## src/design/stb_pkg.sv

```systemverilog
// Shared constants and types for the soft timer bank.
package stb_pkg;

	localparam int unsigned TIMERS   = 4;
	localparam int unsigned IdxW     = (TIMERS > 1) ? $clog2(TIMERS) : 1;
	localparam int unsigned FuncW    = 3;
	localparam int unsigned IdW      = 4;
	localparam int unsigned CountW   = 32;
	localparam int unsigned RunW     = 31;
	localparam int unsigned TenthW   = 4;
	localparam logic [RunW-1:0]   RunWrap  = {RunW{1'b1}};
	localparam logic [TenthW-1:0] TenthLen = TenthW'(10);
	localparam logic [CountW-1:0] MinDelay = CountW'(2);

	typedef enum logic [FuncW-1:0] {
		OP_TICK    = 3'd0,
		OP_ONCE    = 3'd1,
		OP_AUTO    = 3'd2,
		OP_STOP    = 3'd3,
		OP_CHECK   = 3'd4,
		OP_RUNTIME = 3'd5,
		OP_DELAY   = 3'd6
	} op_t;

	typedef enum logic {
		ST_IDLE,
		ST_WALK
	} state_t;

endpackage

```

## src/design/stb_req_if.sv

```systemverilog
// Request channel of the soft timer bank.
interface stb_req_if;
	logic                          valid;
	logic                          ready;
	logic [stb_pkg::FuncW-1:0]     func;
	logic [stb_pkg::IdW-1:0]       timer_id;
	logic [stb_pkg::CountW-1:0]    period;

	modport source (output valid, func, timer_id, period, input ready);
	modport sink   (input valid, func, timer_id, period, output ready);
endinterface

```

## src/design/stb_rsp_if.sv

```systemverilog
// Result channel of the soft timer bank.
interface stb_rsp_if;
	logic                       valid;
	logic                       ready;
	logic                       expired;
	logic [stb_pkg::RunW-1:0]   run_time;
	logic                       delay_done;
	logic                       pulse_10;
	logic                       bad_id;

	modport source (output valid, expired, run_time, delay_done, pulse_10, bad_id, input ready);
	modport sink   (input valid, expired, run_time, delay_done, pulse_10, bad_id, output ready);
endinterface

```

## src/design/soft_timer_bank_core.sv

```systemverilog
// Soft timer bank: a tick walks the timers through one shared decrement unit.
// Start, stop, check, run-time read and delay start finish in the accept cycle;
// their result is registered and valid in the cycle after. A tick first updates
// delay, run time and tenth counter on accept, then walks every timer entry
// through the shared decrement unit. A request is taken only when idle and the
// result register is free or being read. Reset clears all timers, counters and flags.
module soft_timer_bank_core (
	input  logic       clk,
	input  logic       arst_n,
	stb_req_if.sink    req,
	stb_rsp_if.source  rsp
);

	logic [stb_pkg::CountW-1:0] count_q  [stb_pkg::TIMERS];
	logic [stb_pkg::CountW-1:0] count_d  [stb_pkg::TIMERS];
	logic [stb_pkg::CountW-1:0] reload_q [stb_pkg::TIMERS];
	logic [stb_pkg::CountW-1:0] reload_d [stb_pkg::TIMERS];
	logic [stb_pkg::TIMERS-1:0] flag_q, flag_d;
	logic [stb_pkg::TIMERS-1:0] auto_q, auto_d;

	logic [stb_pkg::CountW-1:0] delay_q, delay_d;
	logic                       dflag_q, dflag_d;
	logic [stb_pkg::RunW-1:0]   total_q, total_d;
	logic [stb_pkg::TenthW-1:0] tenth_q, tenth_d;
	logic                       pulse_q, pulse_d;

	stb_pkg::state_t            state_q, state_d;
	logic [stb_pkg::IdxW-1:0]   idx_q, idx_d;

	logic                       out_valid_q, out_valid_d;
	logic                       res_exp_q, res_exp_d;
	logic [stb_pkg::RunW-1:0]   res_run_q, res_run_d;
	logic                       res_dly_q, res_dly_d;
	logic                       res_pls_q, res_pls_d;
	logic                       res_bad_q, res_bad_d;

	logic                       accept;
	logic                       walk_last;
	stb_pkg::op_t               op;
	logic                       id_ok;
	logic [stb_pkg::IdxW-1:0]   id_idx;
	logic [stb_pkg::CountW-1:0] dec_in, dec_out;
	logic [stb_pkg::CountW-1:0] dly_dec;
	logic [stb_pkg::RunW-1:0]   total_inc;
	logic [stb_pkg::TenthW-1:0] tenth_inc;

	assign req.ready = (state_q == stb_pkg::ST_IDLE) && (!out_valid_q || rsp.ready);
	assign accept    = req.valid && req.ready;
	assign walk_last = (idx_q == stb_pkg::IdxW'(stb_pkg::TIMERS - 1));
	assign op        = stb_pkg::op_t'(req.func);
	assign id_ok     = {1'b0, req.timer_id} < 5'(stb_pkg::TIMERS);
	assign id_idx    = req.timer_id[stb_pkg::IdxW-1:0];

	// shared decrement unit, one timer entry per cycle
	assign dec_in    = count_q[idx_q];
	assign dec_out   = dec_in - stb_pkg::CountW'(1);

	assign dly_dec   = delay_q - stb_pkg::CountW'(1);
	assign total_inc = total_q + stb_pkg::RunW'(1);
	assign tenth_inc = tenth_q + stb_pkg::TenthW'(1);

	always_comb begin
		state_d = state_q;
		case (state_q)
			stb_pkg::ST_IDLE: begin
				if (accept && op == stb_pkg::OP_TICK) begin
					state_d = stb_pkg::ST_WALK;
				end
			end
			stb_pkg::ST_WALK: begin
				if (walk_last) begin
					state_d = stb_pkg::ST_IDLE;
				end
			end
			default: state_d = stb_pkg::ST_IDLE;
		endcase
	end

	always_comb begin
		count_d     = count_q;
		reload_d    = reload_q;
		flag_d      = flag_q;
		auto_d      = auto_q;
		delay_d     = delay_q;
		dflag_d     = dflag_q;
		total_d     = total_q;
		tenth_d     = tenth_q;
		pulse_d     = pulse_q;
		idx_d       = idx_q;
		out_valid_d = out_valid_q && !rsp.ready;
		res_exp_d   = res_exp_q;
		res_run_d   = res_run_q;
		res_dly_d   = res_dly_q;
		res_pls_d   = res_pls_q;
		res_bad_d   = res_bad_q;

		case (state_q)
			stb_pkg::ST_IDLE: begin
				if (accept) begin
					res_exp_d = 1'b0;
					res_pls_d = 1'b0;
					res_bad_d = 1'b0;
					case (op)
						stb_pkg::OP_TICK: begin
							if (delay_q != '0) begin
								delay_d = dly_dec;
								if (dly_dec == '0) begin
									dflag_d = 1'b1;
								end
							end
							total_d = (total_inc == stb_pkg::RunWrap) ? '0 : total_inc;
							if (tenth_inc >= stb_pkg::TenthLen) begin
								tenth_d = '0;
								pulse_d = 1'b1;
							end else begin
								tenth_d = tenth_inc;
								pulse_d = 1'b0;
							end
							idx_d = '0;
						end
						stb_pkg::OP_ONCE, stb_pkg::OP_AUTO: begin
							if (id_ok) begin
								count_d[id_idx]  = req.period;
								reload_d[id_idx] = req.period;
								flag_d[id_idx]   = 1'b0;
								auto_d[id_idx]   = (op == stb_pkg::OP_AUTO);
							end else begin
								res_bad_d = 1'b1;
							end
						end
						stb_pkg::OP_STOP: begin
							if (id_ok) begin
								count_d[id_idx] = '0;
								flag_d[id_idx]  = 1'b0;
								auto_d[id_idx]  = 1'b0;
							end else begin
								res_bad_d = 1'b1;
							end
						end
						stb_pkg::OP_CHECK: begin
							if (id_ok) begin
								res_exp_d      = flag_q[id_idx];
								flag_d[id_idx] = 1'b0;
							end else begin
								res_bad_d = 1'b1;
							end
						end
						stb_pkg::OP_DELAY: begin
							if (req.period != '0) begin
								delay_d = (req.period == stb_pkg::CountW'(1)) ?
									stb_pkg::MinDelay : req.period;
								dflag_d = 1'b0;
							end
						end
						default: ;
					endcase
					// commands other than tick report at once
					if (op != stb_pkg::OP_TICK) begin
						out_valid_d = 1'b1;
						res_run_d   = total_q;
						res_dly_d   = dflag_d;
					end
				end
			end
			stb_pkg::ST_WALK: begin
				if (dec_in != '0) begin
					if (dec_out == '0) begin
						flag_d[idx_q]  = 1'b1;
						count_d[idx_q] = auto_q[idx_q] ? reload_q[idx_q] : '0;
					end else begin
						count_d[idx_q] = dec_out;
					end
				end
				idx_d = idx_q + stb_pkg::IdxW'(1);
				if (walk_last) begin
					idx_d       = '0;
					out_valid_d = 1'b1;
					res_exp_d   = 1'b0;
					res_bad_d   = 1'b0;
					res_run_d   = total_q;
					res_dly_d   = dflag_q;
					res_pls_d   = pulse_q;
				end
			end
			default: ;
		endcase
	end

	always_ff @(posedge clk or negedge arst_n) begin
		if (!arst_n) begin
			for (int i = 0; i < stb_pkg::TIMERS; i++) begin
				count_q[i]  <= '0;
				reload_q[i] <= '0;
			end
			flag_q      <= '0;
			auto_q      <= '0;
			delay_q     <= '0;
			dflag_q     <= 1'b0;
			total_q     <= '0;
			tenth_q     <= '0;
			pulse_q     <= 1'b0;
			state_q     <= stb_pkg::ST_IDLE;
			idx_q       <= '0;
			out_valid_q <= 1'b0;
		end else begin
			count_q     <= count_d;
			reload_q    <= reload_d;
			flag_q      <= flag_d;
			auto_q      <= auto_d;
			delay_q     <= delay_d;
			dflag_q     <= dflag_d;
			total_q     <= total_d;
			tenth_q     <= tenth_d;
			pulse_q     <= pulse_d;
			state_q     <= state_d;
			idx_q       <= idx_d;
			out_valid_q <= out_valid_d;
		end
	end

	always_ff @(posedge clk) begin
		res_exp_q <= res_exp_d;
		res_run_q <= res_run_d;
		res_dly_q <= res_dly_d;
		res_pls_q <= res_pls_d;
		res_bad_q <= res_bad_d;
	end

	assign rsp.valid      = out_valid_q;
	assign rsp.expired    = res_exp_q;
	assign rsp.run_time   = res_run_q;
	assign rsp.delay_done = res_dly_q;
	assign rsp.pulse_10   = res_pls_q;
	assign rsp.bad_id     = res_bad_q;

endmodule
```

## src/flat_wrapper.sv

```systemverilog
// flat-port wrapper written by rule: the top's interface ports become plain ports
module soft_timer_bank_core_flat 
  (clk, arst_n, req_valid, req_func, req_timer_id, req_period, req_ready, rsp_valid, rsp_expired, rsp_run_time, rsp_delay_done, rsp_pulse_10, rsp_bad_id, rsp_ready);
  stb_req_if req_i ();
  stb_rsp_if rsp_i ();
  input  logic clk;
  input  logic arst_n;
  input wire logic [$bits(req_i.valid)-1:0] req_valid;
  input wire logic [$bits(req_i.func)-1:0] req_func;
  input wire logic [$bits(req_i.timer_id)-1:0] req_timer_id;
  input wire logic [$bits(req_i.period)-1:0] req_period;
  output wire logic [$bits(req_i.ready)-1:0] req_ready;
  output wire logic [$bits(rsp_i.valid)-1:0] rsp_valid;
  output wire logic [$bits(rsp_i.expired)-1:0] rsp_expired;
  output wire logic [$bits(rsp_i.run_time)-1:0] rsp_run_time;
  output wire logic [$bits(rsp_i.delay_done)-1:0] rsp_delay_done;
  output wire logic [$bits(rsp_i.pulse_10)-1:0] rsp_pulse_10;
  output wire logic [$bits(rsp_i.bad_id)-1:0] rsp_bad_id;
  input wire logic [$bits(rsp_i.ready)-1:0] rsp_ready;
  assign req_i.valid = req_valid;
  assign req_i.func = req_func;
  assign req_i.timer_id = req_timer_id;
  assign req_i.period = req_period;
  assign req_ready = req_i.ready;
  assign rsp_valid = rsp_i.valid;
  assign rsp_expired = rsp_i.expired;
  assign rsp_run_time = rsp_i.run_time;
  assign rsp_delay_done = rsp_i.delay_done;
  assign rsp_pulse_10 = rsp_i.pulse_10;
  assign rsp_bad_id = rsp_i.bad_id;
  assign rsp_i.ready = rsp_ready;
  soft_timer_bank_core u_core (.clk(clk), .arst_n(arst_n), .req(req_i), .rsp(rsp_i));
endmodule
```

## config.mk

```make
export PLATFORM = sky130hd
export DESIGN_NAME = soft_timer_bank_core_flat
export DESIGN_NICKNAME = d
export VERILOG_FILES = /design/src/design/stb_pkg.sv /design/src/design/stb_req_if.sv /design/src/design/stb_rsp_if.sv /design/src/design/soft_timer_bank_core.sv /design/src/flat_wrapper.sv
export SDC_FILE = /design/constraint.sdc
export NUM_CORES = 1
export LEC_CHECK = 0
export BUFFER_PORTS_ARGS = -buffer_cell sky130_fd_sc_hd__buf_4
export CAP_MARGIN = 20
export CORE_MARGIN = 5
export CORE_UTILIZATION = 52
export DETAILED_ROUTE_END_ITERATION = 7
export GPL_TIMING_DRIVEN = 0
export HOLD_SLACK_MARGIN = 0.1
export PLACE_DENSITY = 0.66
export SLEW_MARGIN = 30
export SYNTH_ARGS = -nofsm -noshare
export SYNTH_HDL_FRONTEND = slang
export SYNTH_SLANG_ARGS = --single-unit
export TNS_END_PERCENT = 10
```

## constraint.sdc

```tcl
create_clock -name clk -period 5.3 [get_ports clk]
set_input_delay 1.06 -clock clk [delete_from_list [all_inputs] [get_ports clk]]
set_output_delay 1.06 -clock clk [all_outputs]
set_load 0.005 [all_outputs]
```

### After elaboration in Yosys (flattened, before gate mapping)

Index checks and enable logic that the tools add are counted.

| word-level totals | value |
|---|---|
| register bits after elaboration | 372 |
| latch bits | 0 |
| RAM bits | 0 |
| memory bits (read-only) | 0 |
| input bits | 43 |
| word-level logic and storage cells | 184 |
| memories | 0 |

| cells by class | value |
|---|---|
| add/sub/neg operators | 5 |
| multiply operators | 0 |
| div/mod/pow operators | 0 |
| magnitude comparators | 10 |
| eq/ne operators | 23 |
| shift-type cells | 0 |
| muxes and demuxes | 82 |
| bitwise gates (word level) | 9 |
| reduce and logical (&&, ||, !) cells | 32 |

Operators with widths:

| cell | number |
|---|---|
| 128-bit 2-to-1 mux | 5 |
| 128-bit bitwise mux | 4 |
| 128-bit case mux with 2 select lines | 2 |
| 32-bit 2-to-1 mux | 10 |
| 128-bit bitwise AND | 1 |
| 32-bit binary-select mux with 2-bit select | 2 |
| 32-bit demux with 2-bit select | 2 |
| 128-bit inverter | 1 |
| 31-bit 2-to-1 mux | 4 |
| 32-bit nonzero test | 3 |
| 32-bit zero test | 2 |
| 32-bit case mux with 2 select lines | 1 |
| 32-bit by 1-bit subtractor with 32-bit output (second input constant) | 2 |
| 31-bit case mux with 2 select lines | 1 |
| 32-bit by 1-bit == test with 1-bit output (second input constant) | 1 |
| 4-bit 2-to-1 mux | 8 |
| 31-bit by 1-bit adder with 31-bit output (second input constant) | 1 |
| 31-bit == test (second input constant) | 1 |
| 1-bit 2-to-1 mux | 25 |
| 5-bit AND reduction | 4 |
| 4-bit case mux with 2 select lines | 2 |
| 2-bit inequality test (second input constant) | 7 |
| 1-bit case mux with 2 select lines | 7 |
| 2-bit by 1-bit inequality test with 1-bit output (second input constant) | 5 |
| 35 further kinds | 60 |

### Longest topological paths before layout

Gate-level depths: netlist of run 1.

| logic depth | value |
|---|---|
| depth after elaboration | 11 |
| gate-level depth with buffers | 16 |

### Least setup slack after synthesis of run 1

OpenSTA, ideal clock, no wires.

| path | value |
|---|---|
| path type | input to register |
| start point | in req_func[2] |
| end point | reg u_core.res_dly_q, in the netlist u_core.rsp.delay_done, enable pin |
| library setup time | 0.467 ns |
| data arrival time | 3.790 ns |
| data required time | 4.833 ns |
| slack | 1.043 ns |
| cell stages on the path | 3 |
| path buffers | 1 |
| path through | clkbuf_1 -> nor3_1 -> o21ai_0 |

| on the way | value |
|---|---|
| word-level cells in the longest chain between the ends | 3 |

Ends and longest elaborated chain:

| what | line | source |
|---|---|---|
| from (decl) | flat_wrapper.sv:9 | `input wire logic [$bits(req_i.func)-1:0] req_func;` |
| 3-bit nonzero test | soft_timer_bank_core.sv:158 | `if (op != stb_pkg::OP_TICK) begin` |
| 2-bit inequality test (no source line) | n/a |  |
| 3-bit AND reduction (no source line) | n/a |  |
| to (signal assigned) | soft_timer_bank_core.sv:224 | `res_dly_q <= res_dly_d;` |
| to (decl) | soft_timer_bank_core.sv:33 | `logic res_dly_q, res_dly_d;` |

Every way passes these cells.
A chain may end at the register's enable or synchronous reset.

### Worst setup path after layout of run 1

| path | value |
|---|---|
| start point | reg u_core.idx_q[1] (netlist name) |
| end point | reg u_core.count_q[90] (netlist name) |

| on the way | value |
|---|---|
| word-level cells in the longest chain between the ends | 9 |
| elaborated cells on any way between the ends | 25 |
| classes of those cells | add/sub: 1; order compare: 2; eq/ne: 1; mux: 16; bitwise: 1; reduce/logical: 4 |

Ends and longest elaborated chain:

| what | line | source |
|---|---|---|
| from (decl) | soft_timer_bank_core.sv:28 | `logic [stb_pkg::IdxW-1:0] idx_q, idx_d;` |
| from (signal assigned) | soft_timer_bank_core.sv:216 | `idx_q <= idx_d;` |
| 2-bit inverter with 3-bit output | soft_timer_bank_core.sv:55, soft_timer_bank_core.sv:169, soft_timer_bank_core.sv:171 |  |
| 32-bit binary-select mux with 2-bit select (tied with other cells) | soft_timer_bank_core.sv:55 | `assign dec_in = count_q[idx_q];` |
| 32-bit 2-to-1 mux (not written as such) (tied with other cells) | soft_timer_bank_core.sv:55 |  |
| 32-bit 2-to-1 mux, on equally long branches | soft_timer_bank_core.sv:55, soft_timer_bank_core.sv:169, soft_timer_bank_core.sv:171 |  |
| 32-bit by 1-bit subtractor with 32-bit output (tied with other cells) | soft_timer_bank_core.sv:56 | `assign dec_out = dec_in - stb_pkg::CountW'(1);` |
| 32-bit zero test (tied with other cells) | soft_timer_bank_core.sv:167 | `if (dec_out == '0) begin` |
| 128-bit 2-to-1 mux | soft_timer_bank_core.sv:167 |  |
| 128-bit 2-to-1 mux | soft_timer_bank_core.sv:166 | `if (dec_in != '0) begin` |
| 128-bit case mux with 2 select lines | soft_timer_bank_core.sv:97 | `case (state_q)` |
| to (signal assigned) | soft_timer_bank_core.sv:206 | `count_q <= count_d;` |
| to (decl) | soft_timer_bank_core.sv:14 | `logic [stb_pkg::CountW-1:0] count_q [stb_pkg::TIMERS];` |

Several ways; a longest one is shown, not always the timed one. The select of a mux whose other input is x is not followed.

==> summary.md, run 1 <==
| Metric | Value |
|---|---|
| Outcome | `finished with violations` |
| Failing checks | `DRC` |
| Number of synthesized flops with an enable pin | `35` |
| N_diodes | `0` |
| Core ar. | `36800 um^2` |
| Required @ worst endpoint | `just under 6 ns` |
| Detailed Route WL | `around 65000 um` |
| Nets | `a little under 2k` |
| Grt ovf | `0` |
| Hold Slack | `roughly 0.45 ns` |
| Max-Cap Viols | `0` |
| Power Dens Cells | `543 nW/um^2` |
| Synth top area cells | `dfrtp_1, mux2_2, mux4_2` |
| Initial antenna violation count | `0` |
| Worst setup margin | `0.0432 ns` |
| Cells after synthesis | `1764` |
| Gate power share | `between 30% and 40%` |
| Final setup fails | `0` |
| Syn avg cell area | `11.0 um^2` |
| RSZ-0062 raised after global routing | `no` |
| Worst slew pin tran | `0.962 ns` |
| TritonCTS clock tree | `yes` |
| Final hold violations | `0` |
| CTS max path bufs | `3` |
| Via Count | `about 17k` |
| Port bufs | `58` |
| Most used flip-flop cell after synthesis | `dfrtp_1` |
| Sequential-to-total area share from yosys stat | `about half` |
| CP Capture Type | `flop` |
| CTS clk-pin slew, worst paths | `around 0.060 ns` |
| Int Pwr | `7.41 mW` |
| Worst-Skew Late Latency | `around 0.57 ns` |
| Total CTS buffers | `42` |
| Syn Nets | `approximately 1.8k` |
| Worst Skew | `around 0.016 ns` |
| Htree depth | `2` |
| Commonest cells in the netlist | `dfrtp_1, mux2_2, o21ai_1` |
| Starting density of the core | `between 50% and 60%` |
| Area growth syn-to-layout | `13.5%` |
| Power after layout | `around 12 mW` |
| DRC violations left | `3` |
| Yosys warns | `0` |
| Peak fanout along the critical path | `10` |
| Chip width | `~200 um` |
| Final GP Congestion | `between 1 and 1.5` |
| Avg WL per Cell | `between 20 and 30 um` |
| Max_slew headroom | `about a third` |
| Die Ht | `203 um` |
| Seq pwr share | `a little over a third` |
| Dpl cell area | `a little over 20000 um^2` |
| DR vias/cell | `6.96` |
| Finished layout cell area | `22100 um^2` |
| Hold/Removal Path Class | `in -> async` |
| Count leader, synth | `dfrtp_1` |
| P_sw | `about 4.6 mW` |
| Row count | `70` |
| CTS sink count | `around 370` |
| Finished Layout Cells | `approximately 2.4k` |
| Fin crit share | `between 90% and 100%` |
| Final HPWL from detailed placement | `45500 um` |
| Pre-CTS setup slack | `-0.400 ns` |
| P_leak | `between 8 and 9 nW` |
| Mapped cell area | `a little under 20000 um^2` |
| Global-route wire length before repair | `99200 um` |
| Final Max Slew Viols | `0` |
| TritonRoute pass-1 iters | `8` |
| Largest net degree at the start of global routing | `88` |
| 1st-iter DRT viols | `roughly 2.3k` |
| Routed Antenna Nets | `0` |
| Shortest period the worst path allows | `between 5 and 6 ns` |
| Total track usage | `31.1%` |
| Placed Instances | `about 2.3k` |
| Die ar. | `41400 um^2` |
| Layout cell share with drive strength beyond 1 | `20.4%` |
| Clock Power Share | `between 20% and 30%` |
| Switching share of power | `38.3%` |
| # IOs | `80` |
| Top-area cell type share of the netlist area | `approximately 43%` |
| CTS root buf | `clkbuf_16` |
| Vias in the first global route | `16.2k` |
| FILL cells | `~3.0k` |
| Synth cell types | `72` |
| Yosys reg bits | `around 370` |
| CP Launch Type | `flop` |
| Achievable Freq | `roughly 0.19 GHz` |
| Share of flip-flops with an asynchronous set or reset | `90.6%` |
| Yosys top cell by area | `dfrtp_1` |
| Worst Path Arrival | `around 5.7 ns` |
| Crit Path Category | `reg -> reg` |
| Worst VDD drop | `between 0.2 and 0.3 mV` |
cells by family (layout without fill, tap and decap cells):
logic type,after synthesis,after routing,share of synthesized area (%)
AND/OR/NAND/NOR,460,460,12.0
flip-flops,372,372,48.7
adder cells (fa/ha/maj),13,13,0.836
buffers and inverters,171,312,3.59
AO/OA/AOI/OAI,497,497,17.1
multiplexers,203,203,15.6
XOR/XNOR,48,48,2.16
worst max-delay path, stage by stage, from the launching register on:
cell and delay [ns]:
dfrtp_1 0.62, buf_2 0.40, buf_2 0.38, buf_2 0.38, clkbuf_4 0.37, mux4_2 0.38
nor2_1 0.33, nand3b_1 0.19, nor4_4 0.32, o21ai_1 0.37, nand3b_1 0.57, clkbuf_1 0.55
a222oi_1 0.16, o21ai_1 0.13
metrics by stage:
stage	util (%)	TNS, ns
CTS	60.0	0
finish	60.1	0
detailed placement	56.2	-14.68
global route	60.1	0
global placement	55.7	-34.24
floorplan	-	0
area by class of cell:
class,instances,area [um^2],share of cell area [%]
tap,468,586,2.65
clock buffer,57,1170,5.29
inverter,27,101,0.459
timing repair buffer,67,614,2.78
clock inverter,18,221,1.00
sequential,372,9480,42.9
buffer,143,607,2.75
multi-input combinational,1221,9310,42.1
repair_timing:
| action | 4_1_cts | 5_1_grt |
|---|---|---|
| endpoints found under the setup margin | 92 | 73 |
| gates resized for setup | 3 | 6 |
| hold endpoints to repair | 0 | 0 |
| buffers inserted | 0 | 3 |
| pin swaps | 0 | 1 |
| gates cloned | 0 | 0 |
| hold buffers | 0 | 0 |
layer usage:
metal / wire length, um / vias up / global-route usage, % / share of wire, %
met5: 0 / - / 0 / 0
met4: 2310 / 0 / 10.5 / 3.6
met3: 7680 / 166 / 8.67 / 12
met2: 29200 / 1026 / 47.7 / 45
met1: 25600 / 8289 / 43.1 / 40
li1: - / 7044 / - / -
registers in the layout (all words and copies together), names as in the netlist:
signal and cells:
u_core.rsp.delay_done 1, u_core.rsp.run_time 31, u_core.tenth_q 4, u_core.state_q 1, u_core.rsp.pulse_10 1, u_core.rsp.valid 1
u_core.rsp.expired 1, u_core.count_q 128, u_core.pulse_q 1, u_core.dflag_q 1, u_core.reload_q 128, u_core.idx_q 2
u_core.total_q 31, u_core.delay_q 32, u_core.rsp.bad_id 1, u_core.flag_q 4, u_core.auto_q 4
cells in the final DEF (no fill, tap or decap), types with 26 or more instances in the layout:
master	n
o21ai_1	132
nor2_1	92
mux4_2	66
dfrtp_1	337
nand2_1	124
clkbuf_16	43
buf_4	61
nor4_1	28
nand3_1	43
inv_1	26
a222oi_1	104
clkbuf_1	104
xnor2_1	26
nor3_1	38
mux2_2	136
edfxtp_1	35
a21oi_1	64
o21ai_0	84
power by group through the flow:
stage,combinational (mW),clock [mW],sequential (mW)
global route,5.09,3.13,4.34
CTS,4.65,3.00,4.24
finish,4.76,2.97,4.27
detailed placement,4.63,0,4.28
floorplan,3.28,0,4.12
global placement,4.51,0,4.26
worst paths after layout:
| path | endpoint | startpoint | cells past startpoint | slack, ns |
|---|---|---|---|---|
| max in group asynchronous | u_core.reload_q[99] | arst_n | 4 | 3.30 |
| worst max-delay path | u_core.count_q[90] | u_core.idx_q[1] | 13 | 0.04 |
| worst min-delay path | u_core.total_q[18] | arst_n | 1 | 0.45 |
| min in group clk | u_core.rsp.run_time[21] | u_core.total_q[21] | 0 | 0.45 |
| worst min register to register | u_core.rsp.run_time[21] | u_core.total_q[21] | 0 | 0.45 |
| worst max register to register | u_core.count_q[90] | u_core.idx_q[1] | 13 | 0.04 |
(Power assumes the default switching activity.)
==> run 2: changes to the inputs <==
--- a/config.mk
+++ b/config.mk
@@ -13,6 +13,7 @@
 export GPL_TIMING_DRIVEN = 0
 export HOLD_SLACK_MARGIN = 0.1
 export PLACE_DENSITY = 0.66
+export RECOVER_POWER = 25
 export SLEW_MARGIN = 30
 export SYNTH_ARGS = -nofsm -noshare
 export SYNTH_HDL_FRONTEND = slang
==> constraint.sdc (replaced) <==
create_clock -name clk -period 5.61 [get_ports clk]
set_input_delay 1.122 -clock clk [delete_from_list [all_inputs] [get_ports clk]]
set_output_delay 1.122 -clock clk [all_outputs]
set_load 0.005 [all_outputs]
==> summary.md, run 2 (same netlist as run 1, synthesis figures left out) <==
| Metric | Value |
|---|---|
| CP Launch Type | `flop (unchanged)` |
| Outcome | `finished with violations (unchanged)` |
| Worst Skew | `0.0192 ns (was 0.0165 ns)` |
| Commonest cells after routing, fill and taps aside | `dfrtp_1, mux2_2, o21ai_1 (unchanged)` |
| TritonCTS clock tree | `yes (unchanged)` |
| Worst-Skew Late Latency | `0.58 ns (was 0.57 ns)` |
| DR vias/cell | `6.97 (was 6.96)` |
| Row count | `70 (unchanged)` |
| Failing checks | `DRC, capacitance limit, slew limit (was DRC)` |
| Post-CTS Hold Buffers | `0 (unchanged)` |
| Chip width | `203 um (unchanged)` |
| FILL cells | `3045 (was 3039)` |
| P_leak | `8.96 nW (was 8.99 nW)` |
| Port bufs | `58 (unchanged)` |
| Max_slew headroom | `-162% (was 35.3%)` |
| Worst slew pin tran | `3.93 ns (was 0.962 ns)` |
| Final HPWL from detailed placement | `45500 um (unchanged)` |
| Achievable Freq | `0.179 GHz (was 0.190 GHz)` |
| CP Capture Type | `flop (unchanged)` |
| Crit Path Category | `reg -> reg (unchanged)` |
| 1st-iter DRT viols | `2471 (was 2315)` |
| Avg WL per Cell | `27.4 um (was 27.3 um)` |
| Hold/Removal Path Class | `reg -> reg (was in -> async)` |
| Power Dens Cells | `514 nW/um^2 (was 543 nW/um^2)` |
| Finished layout cell area | `22100 um^2 (about the same)` |
| CTS clk-pin slew, worst paths | `0.06 ns (about the same)` |
| Placed Instances | `2296 (unchanged)` |
| Initial antenna violation count | `0 (unchanged)` |
| Storage cell area | `9480 um^2 (unchanged)` |
| CTS root buf | `clkbuf_16 (unchanged)` |
| Vias in the first global route | `16.3k (was 16.2k)` |
| Die Ht | `203 um (unchanged)` |
| Worst VDD drop | `0.242 mV (was 0.262 mV)` |
| Worst Path Arrival | `6.08 ns (was 5.74 ns)` |
| Starting density of the core | `52.9% (unchanged)` |
| Grt ovf | `0 (unchanged)` |
| CTS max path bufs | `3 (unchanged)` |
| CTS sink count | `372 (unchanged)` |
| Global-route wire length before repair | `99300 um (was 99200 um)` |
| Final hold violations | `0 (unchanged)` |
| Largest net degree at the start of global routing | `88 (unchanged)` |
| N_diodes | `0 (unchanged)` |
| Detailed Route WL | `64900 um (was 64800 um)` |
| Via Count | `16.5k (about the same)` |
| # IOs | `80 (unchanged)` |
| Area occupied by multi-input gates | `9310 um^2 (unchanged)` |
| Final setup fails | `0 (unchanged)` |
| Largest registers | `u_core.count_q (128), u_core.reload_q (128), u_core.delay_q (32) (unchanged)` |
| Commonest non-fill, non-tap cell in the layout | `dfrtp_1 (unchanged)` |
| Setup Fix Bufs, Post-CTS | `0 (unchanged)` |
| Required @ worst endpoint | `6.09 ns (was 5.79 ns)` |
| Finished Layout Cells | `2370 (was 2373)` |
| Final Max Slew Viols | `62 (was 0)` |
| Final GP Congestion | `1.04 (unchanged)` |
| Fin crit share | `99.8% (was 99.2%)` |
| Layout cell share with drive strength beyond 1 | `20.0% (was 20.4%)` |
| Total Neg Setup Slack | `0 ns (unchanged)` |
| Peak fanout along the critical path | `10 (unchanged)` |
| Dpl cell area | `20700 um^2 (unchanged)` |
| Nets | `1927 (was 1930)` |
| Resize count post-CTS | `1 (was 3)` |
| Max-Cap Viols | `1 (was 0)` |
| TritonRoute pass-1 iters | `8 (unchanged)` |
| Routed Antenna Nets | `0 (unchanged)` |
| Core ar. | `36800 um^2 (unchanged)` |
| Total track usage | `31.1% (about the same)` |
| Area growth syn-to-layout | `13.3% (was 13.5%)` |
| Die ar. | `41400 um^2 (unchanged)` |
| DRC violations left | `10 (was 3)` |
| Total CTS buffers | `42 (unchanged)` |
| Htree depth | `2 (unchanged)` |
| Shortest period the worst path allows | `5.60 ns (was 5.26 ns)` |
| Fin util | `60.0% (was 60.1%)` |
| Hold Slack | `0.448 ns (was 0.447 ns)` |
| RSZ-0062 raised after global routing | `yes (was no)` |
-- run 2: changes by cell type in the layout (fill, tap and decap cells not counted), sizes merged --
| cell | delta |
|---|---|
| buf | -3 |
-- run 2: final cells by class --
cell class,count,area share (%)
clock inverters,18,1.00
inverters,27,0.460
multi-input cells,1221,42.2
flip-flops and latches,372,43.0
repair buffers,64,2.63
well taps,468,2.66
plain buffers,143,2.72
clock buffers,57,5.30
-- run 2: worst max-delay path, cell delays in order, from the launching register on --
cell	delay, ns
dfrtp_1	0.61
buf_2	0.39
buf_2	0.38
buf_2	0.38
buf_2	0.43
mux4_2	0.41
nor2_1	0.35
nand3b_1	0.20
nor4_4	0.34
o21ai_1	0.38
nand3b_1	0.57
clkbuf_1	0.69
a22o_1	0.23
a21oi_1	0.04
o21ai_1	0.11
-- run 2: path summary, 6_finish.rpt --
kind	startpoint	end	slack, ns	cells after the start
max	u_core.idx_q[1]	u_core.count_q[70]	0.01	14
min	u_core.total_q[21]	u_core.rsp.run_time[21]	0.45	0
max reg2reg	u_core.idx_q[1]	u_core.count_q[70]	0.01	14
min reg2reg	u_core.total_q[21]	u_core.rsp.run_time[21]	0.45	0
max in group asynchronous	arst_n	u_core.reload_q[99]	1.29	4
min in group asynchronous	arst_n	u_core.total_q[18]	1.92	1
-- run 2: layer usage --
metal | wire [um] | part of all wire, % | global-route usage [%]
met5 | 0 | 0 | 0
met3 | 7550 | 12 | 8.79
met1 | 25800 | 40 | 43.0
met2 | 29200 | 45 | 47.8
met4 | 2300 | 3.5 | 10.5
-- run 2: report_power, final --
group          switching [mW]  internal [mW]
Sequential              0.525           3.51
Combinational            2.67           1.83
Clock                    1.15           1.65
Total                    4.35           6.99
-- run 2: through the flow --
step	setup WS (ns)	power, mW
after global routing	-0.0468	11.9
after floorplan	1.29	6.99
after CTS	0.149	11.2
after global placement	-0.146	8.28
after detailed placement	-0.0901	8.42
final	0.0114	11.3
